==> config.mk <==
export PLATFORM = sky130hd
export DESIGN_NAME = rsmm_cell
export DESIGN_NICKNAME = d
export VERILOG_FILES = /design/src/hw/rtl/rsmm_pkg.sv /design/src/hw/rtl/rsmm_cell.sv
export SDC_FILE = /design/constraint.sdc
export NUM_CORES = 1
export LEC_CHECK = 0
export BUFFER_PORTS_ARGS = -buffer_cell sky130_fd_sc_hd__buf_2
export CORE_AREA = 2 2 110 112
export DETAILED_ROUTE_END_ITERATION = 6
export DIE_AREA = 0 0 112 114
export PLACE_DENSITY = 0.85
export SYNTH_ARGS = -nofsm -noshare
export SYNTH_HDL_FRONTEND = slang
export SYNTH_SLANG_ARGS = --single-unit
==> constraint.sdc <==
create_clock -name clock -period 5.3 [get_ports clock]
set_input_delay 1.06 -clock clock [delete_from_list [all_inputs] [get_ports clock]]
set_output_delay 1.06 -clock clock [all_outputs]
set_load 0.02 [all_outputs]
==> src/hw/rtl/rsmm_pkg.sv <==
// ----------------------------------------------------------------------------
// rsmm_pkg: shared types and constants of the row stream matrix multiplier
// Beat structs of both channels, the beat that runs down the cell chain,
// and the register indexes of the configuration port.
// ----------------------------------------------------------------------------
package rsmm_pkg;

   localparam int ACC_W = 48;
   localparam int TAG_W = 6;
   localparam int CSR_IDX_W = 2;
   localparam int CSR_DATA_W = 16;

   localparam logic [CSR_IDX_W-1:0] CSR_NUM_COLS    = 2'd0;
   localparam logic [CSR_IDX_W-1:0] CSR_NUM_OUT     = 2'd1;
   localparam logic [CSR_IDX_W-1:0] CSR_NUM_ROWS    = 2'd2;
   localparam logic [CSR_IDX_W-1:0] CSR_TRANSPOSE_W = 2'd3;

   localparam logic signed [ACC_W-1:0] SAT_HI = 48'sh0000_7FFF_FFFF;
   localparam logic signed [ACC_W-1:0] SAT_LO = 48'shFFFF_8000_0000;

   typedef struct packed {
      logic               kind;
      logic signed [15:0] value;
   } req_type;

   typedef struct packed {
      logic signed [31:0] result;
      logic [5:0]         column;
      logic               last_of_row;
      logic               last_of_matrix;
   } rsp_type;

   // One product on its way down the chain, tagged with its output column.
   typedef struct packed {
      logic                    valid;
      logic [TAG_W-1:0]        tag;
      logic signed [ACC_W-1:0] prod;
   } beat_type;

endpackage

==> src/hw/rtl/rsmm_cell.sv <==
// ----------------------------------------------------------------------------
// rsmm_cell: one accumulator cell of the chain
// Adds the passing product when its tag names this cell, forwards the beat,
// and shifts its sum toward the head of the chain while results drain.
// ----------------------------------------------------------------------------
module rsmm_cell #(
   parameter int INDEX = 0
) (
   input  logic                             clock,
   input  logic                             reset,
   input  logic                             clear,
   input  logic                             shift,
   input  rsmm_pkg::beat_type               beat_in,
   input  logic signed [rsmm_pkg::ACC_W-1:0] acc_in,
   output rsmm_pkg::beat_type               beat_out,
   output logic signed [rsmm_pkg::ACC_W-1:0] acc_out
);
   import rsmm_pkg::*;

   beat_type                beat_ff;
   logic signed [ACC_W-1:0] acc_ff;
   logic signed [ACC_W-1:0] acc_in_next;

   always_comb begin
      acc_in_next = acc_ff;
      if (clear) begin
         acc_in_next = '0;
      end else if (shift) begin
         acc_in_next = acc_in;
      end else if (beat_in.valid && beat_in.tag == TAG_W'(INDEX)) begin
         acc_in_next = acc_ff + beat_in.prod;
      end
   end

   always_ff @(posedge clock) begin
      acc_ff <= acc_in_next;
      beat_ff.tag <= beat_in.tag;
      beat_ff.prod <= beat_in.prod;
      if (reset) begin
         beat_ff.valid <= 1'b0;
      end else begin
         beat_ff.valid <= beat_in.valid;
      end
   end

   assign beat_out = beat_ff;
   assign acc_out  = acc_ff;

endmodule

== Yosys cells after proc, flatten, opt, wreduce, memory -nomap -nowiden ==
Cells that the tools add are included.
Storage, ports and cells
  bits in registers: 103
  input bits: 107
  output and inout port bits: 103
  word-level logic and storage cells: 10
Operators by class
  add/sub/neg operators: 1
  multiplexer cells: 2
  reductions and logical operators: 3
Operators with widths (count)
  $mux W48: 2
  $add A48 B48 Y48: 1
  $logic_not A6 Y1: 1
  $reduce_bool A2 Y1: 1
  $logic_and A1 B1 Y1: 1

== Depth between registers and ports, before layout ==
Gate-level depths: netlist of the first run.
  depth in word-level cells: 4
  mapped depth: 11
  gate-level depth less buffers: 11

== Worst setup path before layout of the first run ==
No wires, ideal clock.
  path kind: in2reg
  start: input beat_in[0] (netlist name)
  end: register acc_ff[44] (netlist: acc_out[44])
  library setup time: 0.084 ns
  arrival time: 3.125 ns
  required time: 5.216 ns
  path slack: 2.091 ns
  stages: 11
  buffers on the path: 0
  cells stage by stage: ha_1 -> inv_1 -> fa_1 -> nor2b_1 -> o211ai_1 -> a21oi_2 -> o2111a_1 -> o2111ai_1 -> o211ai_1 -> mux2_4 -> o31ai_2
On the way
  cells in the longest elaborated chain, start to end: 3
Ends and longest elaborated chain
  from (decl): RTL line rsmm_cell.sv:13  | input rsmm_pkg::beat_type beat_in,
  $add A48 B48 Y48: RTL line rsmm_cell.sv:31  | acc_in_next = acc_ff + beat_in.prod;
  $mux W48: RTL line rsmm_cell.sv:30  | end else if (beat_in.valid && beat_in.tag == TAG_W'(INDEX)) begin
  $mux W48: RTL line rsmm_cell.sv:28  | end else if (shift) begin
  to (signal assigned): RTL line rsmm_cell.sv:36  | acc_ff <= acc_in_next;
  to (decl): RTL line rsmm_cell.sv:21  | logic signed [ACC_W-1:0] acc_ff;
Every way passes these cells. The select of a mux whose other input is x is not followed.
A chain may end at the register's enable or synchronous reset.

== Worst setup path after layout of the first run ==
  start: input beat_in[0] (netlist name)
  end: register acc_ff[22] (netlist: acc_out[22])
Same word-level chain as after synthesis.

==> flow_summary.toml, run 1 <==
[outcome]
status = "complete, no violations"

[timing]
rsz0062_at_grt = "false"
finalCriticalPeriod_ps = 3300
setup-tns-final_ps = 0
hold_viol = 0
clock_skew_ps = 9.60
worst_pin_slew_ps = 976
finalSetupViolCount = 0
maxSlewViolCount = 0
timing.slew.headroom = 0.349
hold_ws_ps = 498
fin_crit_sh = 0.623
max_freq_mhz = 303

[critical_path]
max_stage_delay_ps = 430
end_kind = "flop"
worst_path_max_delay_cell = "a21boi_1"
crit_family = "compound AO/OA/AOI/OAI gates"
cp.required_ps = 5570
critPathMaxFanout = 6
critPathArrivalTime_ps = 3570
cp-start-kind = "input pin"
crit_type = "input pin to flop"
path_cells = "buf_2 > ha_1 > inv_1 > fa_1 > nor2b_1 > o211ai_1 > a21boi_1 > o21a_1 > a211o_1 > a21o_1 > nand3_1 > a221oi_2"
path_buf_inv = 2

[synthesis]
synth_area_leaders = "dfxtp_1 33%, ha_1 9.3%, a21oi_1 6.5%, nand2_1 4.2%, o21ai_0 3.2%"
synthSimpleGateAreaFrac = 0.179
synth_edf_count = 0
synth_compound_area_frac = 0.309
synthAdderAreaFrac = 0.0966
synth.distinct_cells = 71
synth_nets = 920
syn_area_mm2 = 0.00629
muxShareOfSynthArea = 0.0153
ys_top_cells_by_count = "103 x dfxtp_1, 82 x a21oi_1, 71 x nand2_1"
synth-xor-area-share = 0.0320
ys_ff_latch = 103
synthFlopType = "dfxtp_1"
yosys.area.top_type = "dfxtp_1"
netlist_instances = 765
synth_top_family_by_area = "compound AO/OA/AOI/OAI gates"
synth_seq_area_share = 0.328
postSynthAreaPerCell_um2 = 8.23
synthArstFlopShare = 0
yosysMostFrequentCell = "dfxtp_1"
yosys_warnings = 0
synth_top_area_share = 0.328

[power_and_ir_drop]
vdd_drop_max_v = 0.000202
power_density_mw_per_mm2 = 270
leakage_nw = 3.74

[grt]
grt_pass1_wl_mm = 29.7
grt_pass1_vias = 6081
antenna_found_initial = 2
grt_max_degree = 62
grtUsageTotal = 0.288
grt.overflow.total = 0

[cts]
cts_made_buffers = 9
htreeDepth = 3
cts_resized = 0
root_buffer = "clkbuf_16"
clock_path_buffers = 2
cts_hold_buf = 0
clkSlewWorstSetupHoldPaths_ps = 70
clk-insertion-delay-late_ps = 360
cts_tree = "yes"
cts.sinks = 103
cts_setup_buffers = 0

[floorplan]
die-area_mm2 = 0.0128
initial_utilization = 0.537
die_y_um = 114
die_w_um = 112
coreArea_mm2 = 0.0117
rows = 40
ios = 210

[placed_design]
port_buffers = 209
gp_congestion = 0.943
dpl.hpwl_mm = 14.1

[layout]
final_util = 0.656
area_delta_synth_final_pct = 22.0
drive_above_1_share = 0.258
fin_nets = 1104

[min_path]
hold_path.class = "flop to flop"

[detailed_routing]
totalWireLength_mm = 18.8
drc = 0
drt-initial-drc-count = 516
via_per_inst = 6.02
wl_per_cell_um = 17.1
first_pass_iters = 5
ant_nets = 0
vias = 6631

[job]
cap_violations = 0
## logic make-up (layout without fill, tap and decap cells)
family	count (synthesis)	count (layout)
adder cells (fa/ha/maj)	48	48
AO/OA/AOI/OAI	287	287
XOR/XNOR	23	23
AND/OR/NAND/NOR	231	231
buffers and inverters	64	252
flip-flops	103	103
multiplexers	9	9
other	0	2
## registers in the layout, summed over array words and instances (netlist names)
register	cells
acc_out	48
beat_out	55
## worst reg2reg max path: cells and delay by family (launching register included)
kind,cells,cell delay [ps]
simple gates,2,280
compound gates,6,1510
buf+inv,1,60
flops,1,360
fa+ha+maj,2,580
## cell usage in the layout, fill, tap and decap left out, types with 8 or more instances in the layout
cell,n
buf_2,209
dfxtp_1,103
a21oi_1,82
nand2_1,70
nor2_1,52
ha_1,47
o21ai_0,40
inv_1,23
a21o_1,23
o211ai_1,22
nor3_1,21
o21ai_1,19
nand3_1,18
o211a_1,14
xor2_1,13
a211oi_1,12
and3_1,12
and2_1,11
xnor2_1,10
a221oi_1,10
clkbuf_16,9
or3_1,8
nand4_1,8
## area by class of cell
type,instances,area (um2)
Inverter,23,86.3
Tap cell,147,184
Antenna cell,2,5.00
Clock inverter,5,50.0
Clock buffer,10,229
Fill cell,1039,4030
Timing Repair Buffer,214,1080
Multi-Input combinational cell,598,3980
Sequential cell,103,2060
## path summary, 6_finish.rpt
path,slack (ps),depth (start not counted),to,from
worst max-delay path,2000,12,acc_out[22],beat_in[0]
worst max register to register,2420,11,acc_out[22],acc_out[0]
worst min-delay path,500,2,acc_out[6],acc_out[6]
worst min register to register,500,2,acc_out[6],acc_out[6]
## report_power, final
part / switching, mW / internal [mW]
registers: 0.0240 / 0.820
logic: 0.357 / 0.224
clock network: 0.291 / 0.360
total: 0.672 / 1.40
## through the flow
step	instance area [um2]	total power [mW]	setup WS, ps	cells
6_report	7680	2.08	2000	1102
5_1_grt	7670	2.17	1740	1101
3_5_place_dp	7390	1.43	1690	1085
4_1_cts	7670	2.07	2050	1100
2_1_floorplan	6290	1.26	2090	765
3_3_place_gp	7390	1.42	1770	1085
## per-layer routing
metal  vias to the layer above  part of all wire  global-route usage
met1                      3057              0.44               0.384
met5                         -                 0                   0
met2                       317              0.45               0.462
li1                       3221                 -                   -
met4                         0             0.028               0.117
met3                        36             0.088              0.0563
No activity file was read; power rests on OpenSTA's default activity.
==> run 2: changes to the inputs <==
--- a/config.mk
+++ b/config.mk
@@ -5,11 +5,12 @@
 export SDC_FILE = /design/constraint.sdc
 export NUM_CORES = 1
 export LEC_CHECK = 0
+export ABC_AREA = 1
 export BUFFER_PORTS_ARGS = -buffer_cell sky130_fd_sc_hd__buf_2
-export CORE_AREA = 2 2 110 112
+export CORE_AREA = 2 2 121 123
 export DETAILED_ROUTE_END_ITERATION = 6
-export DIE_AREA = 0 0 112 114
-export PLACE_DENSITY = 0.85
+export DIE_AREA = 0 0 123 125
+export PLACE_DENSITY = 0.81
 export SYNTH_ARGS = -nofsm -noshare
 export SYNTH_HDL_FRONTEND = slang
 export SYNTH_SLANG_ARGS = --single-unit
==> constraint.sdc (replaced) <==
create_clock -name clock -period 3.05 [get_ports clock]
set_input_delay 0.61 -clock clock [delete_from_list [all_inputs] [get_ports clock]]
set_output_delay 0.61 -clock clock [all_outputs]
set_load 0.02 [all_outputs]
==> run 2 against run 1 <==
Against the previous run:
- clock skew is 0.94 ps lower
- worst setup slack worse by 1300 ps
- total power is 81% higher
- sequential power is 73% higher
- via count is 21% higher
- cell area is 17% higher
- utilization is 2.3 points lower
- final cell count is 46% higher
- non-clock buffer count stayed put
- critical path type is now flop to flop
- largest cell class unchanged
- largest power group unchanged
==> flow_summary.toml, run 2 <==
[timing]
hold_viol = 0
fin_crit_sh = 0.761
finalSetupViolCount = 0
hold_ws_ps = 358
rsz0062_at_grt = "false"
finalCriticalPeriod_ps = 2320
setup-tns-final_ps = 0
max_freq_mhz = 431
worst_pin_slew_ps = 1040
timing.slew.headroom = 0.303
clock_skew_ps = 8.66
maxSlewViolCount = 0

[synthesis]
ys_top_cells_by_count = "432 x nand2_1, 246 x inv_1, 103 x dfxtp_1"
postSynthAreaPerCell_um2 = 6.17
synthFlopType = "dfxtp_1"
synth_nets = 1366
synth_seq_area_share = 0.276
yosys.area.top_type = "dfxtp_1"
syn_area_mm2 = 0.00747
synthArstFlopShare = 0
ys_ff_latch = 103
synth.distinct_cells = 36
synth_top_area_share = 0.276
netlist_instances = 1211
synth_area_leaders = "dfxtp_1 28%, nand2_1 22%, inv_1 12%, ha_1 7.9%, nand3_1 4.4%"
synth_edf_count = 0
yosys_warnings = 0
yosysMostFrequentCell = "nand2_1"

[power_and_ir_drop]
clkPwrFrac = 0.332
comb_power_share = 0.280
power_density_mw_per_mm2 = 417
p_switching_mw = 1.32
leakage_nw = 5.15
power_mw = 3.75
intPower_mw = 2.43
p_sw_frac = 0.351
power_frac_seq = 0.389
vdd_drop_max_v = 0.000279

[cts]
cts_setup_buffers = 0
clkSlewWorstSetupHoldPaths_ps = 80
cts.sinks = 103
clk-insertion-delay-late_ps = 360
cts_made_buffers = 9
root_buffer = "clkbuf_16"
htreeDepth = 3
cts_resized = 0
cts_tree = "yes"
cts_hold_buf = 0
clock_path_buffers = 2

[detailed_routing]
vias = 8030
first_pass_iters = 6
drc = 0
drt-initial-drc-count = 548
via_per_inst = 5.00
totalWireLength_mm = 23.8
ant_nets = 0
wl_per_cell_um = 14.8

[floorplan]
rows = 44
die-area_mm2 = 0.0154
coreArea_mm2 = 0.0142
die_y_um = 125
initial_utilization = 0.526
ios = 210
die_w_um = 123

[placed_design]
gp_congestion = 0.957
dpl_cell_area_mm2 = 0.00868
port_buffers = 209
dpl.hpwl_mm = 19.3

[min_path]
hold_path.class = "input pin to flop"
hold_depth = 1

[layout]
multi_input_area_mm2 = 0.00432
fill_cells = 1428
drive_above_1_share = 0.220
regArea_mm2 = 0.00206
final_common_cell = "nand2_1"
final_cell_mix = "432 x nand2_1, 246 x inv_1, 209 x buf_2"
fin_nets = 1571
largest_reg_flops = 55
diodes = 0
area_delta_synth_final_pct = 20.3
fin_area_mm2 = 0.00899

[grt]
grtUsageTotal = 0.313
antenna_found_initial = 0
grt_pass1_vias = 7515
grt.overflow.total = 0
globalRouteMet2Util = 0.485
met1_usage = 0.457
grt_max_degree = 51
grt_busiest_layer = "met2"
use_met3 = 0.0516
grt_pass1_wl_mm = 37.7

[critical_path]
cp.required_ps = 3250
cp-startpoint = "acc_out[0]"
critPathMaxFanout = 5
reg2reg_slack_ps = 730
r2r-start = "acc_out[0]"
reg2reg_depth = 13
end_kind = "flop"
crit_type = "flop to flop"
critPathArrivalTime_ps = 2520
cp-start-kind = "flop"
cp-endpoint = "acc_out[28]"
reg2reg_to = "acc_out[28]"

[job]
cap_violations = 0

[outcome]
status = "complete, no violations"
==> run 2: changes by cell type in the layout (fill, tap and decap cells not counted), moves of 21 or more <==
| cell | change |
|---|---|
| nand3_1 | +48 |
| nor2_2 | +21 |
| o21ai_0 | -38 |
| a21o_1 | -22 |
| nand2_1 | +362 |
| a22o_1 | +29 |
| a21oi_1 | -28 |
| o211ai_1 | -22 |
| inv_1 | +223 |
==> run 2: logic make-up after synthesis <==
group,Yosys count,synth area share
adders and majority gates,48,0.0814
AOI/OAI and AO/OA,114,0.0985
DFF,103,0.276
buffers and inverters,278,0.146
and+or+nand+nor,651,0.379
xor gates and xnor gates,17,0.0199
==> run 2: layer usage <==
metal / vias up / share of wire
met5: - / 0
met4: 0 / 0.013
met3: 22 / 0.069
met2: 289 / 0.43
met1: 3586 / 0.49
li1: 4133 / -
==> run 2: final cells by class <==
cell class | instances | area share
clock buffer | 9 | 0.0250
clock inverter | 7 | 0.00974
inverter | 258 | 0.108
multi-input combinational | 830 | 0.481
sequential | 103 | 0.229
tap | 184 | 0.0256
timing repair buffer | 214 | 0.122
==> run 2: stage by stage <==
| step | util | std cells | setup WS (ps) |
|---|---|---|---|
| after global routing | 0.633 | 1605 | 512 |
| after CTS | 0.633 | 1605 | 744 |
| after detailed placement | 0.611 | 1589 | 457 |
| after floorplan | - | 1211 | 925 |
| final | 0.633 | 1605 | 730 |
| after global placement | 0.611 | 1589 | 523 |
==> run 2: worst min path at each step <==
stage | startpoint | end | slack, ps
6_report | beat_in[33] | beat_out[33] | 360
5_1_grt | beat_in[49] | beat_out[49] | 350
4_1_cts | beat_in[33] | beat_out[33] | 350
3_5_place_dp | acc_out[4] | acc_out[4] | 490
3_3_place_gp | acc_out[4] | acc_out[4] | 480
2_1_floorplan | acc_out[3] | acc_out[3] | 570
==> run 2: critical path: stages (launching register included) <==
cell and delay [ps]:
dfxtp_1 390, ha_1 240, inv_1 70, fa_1 410, inv_1 140, nand3_1 80
nand3_1 160, nand3_1 90, nand3_1 180, nand3_1 130, nand2_1 80, nand2_1 40
nand3_1 70, a21oi_1 60
==> run 2: power groups by stage <==
stage	registers, mW	logic [mW]	clock network (mW)
final	1.46	1.05	1.24
after global routing	1.47	1.16	1.30
after CTS	1.46	1.04	1.26
after detailed placement	1.49	1.03	0
after global placement	1.49	1.02	0
after floorplan	1.58	0.605	0
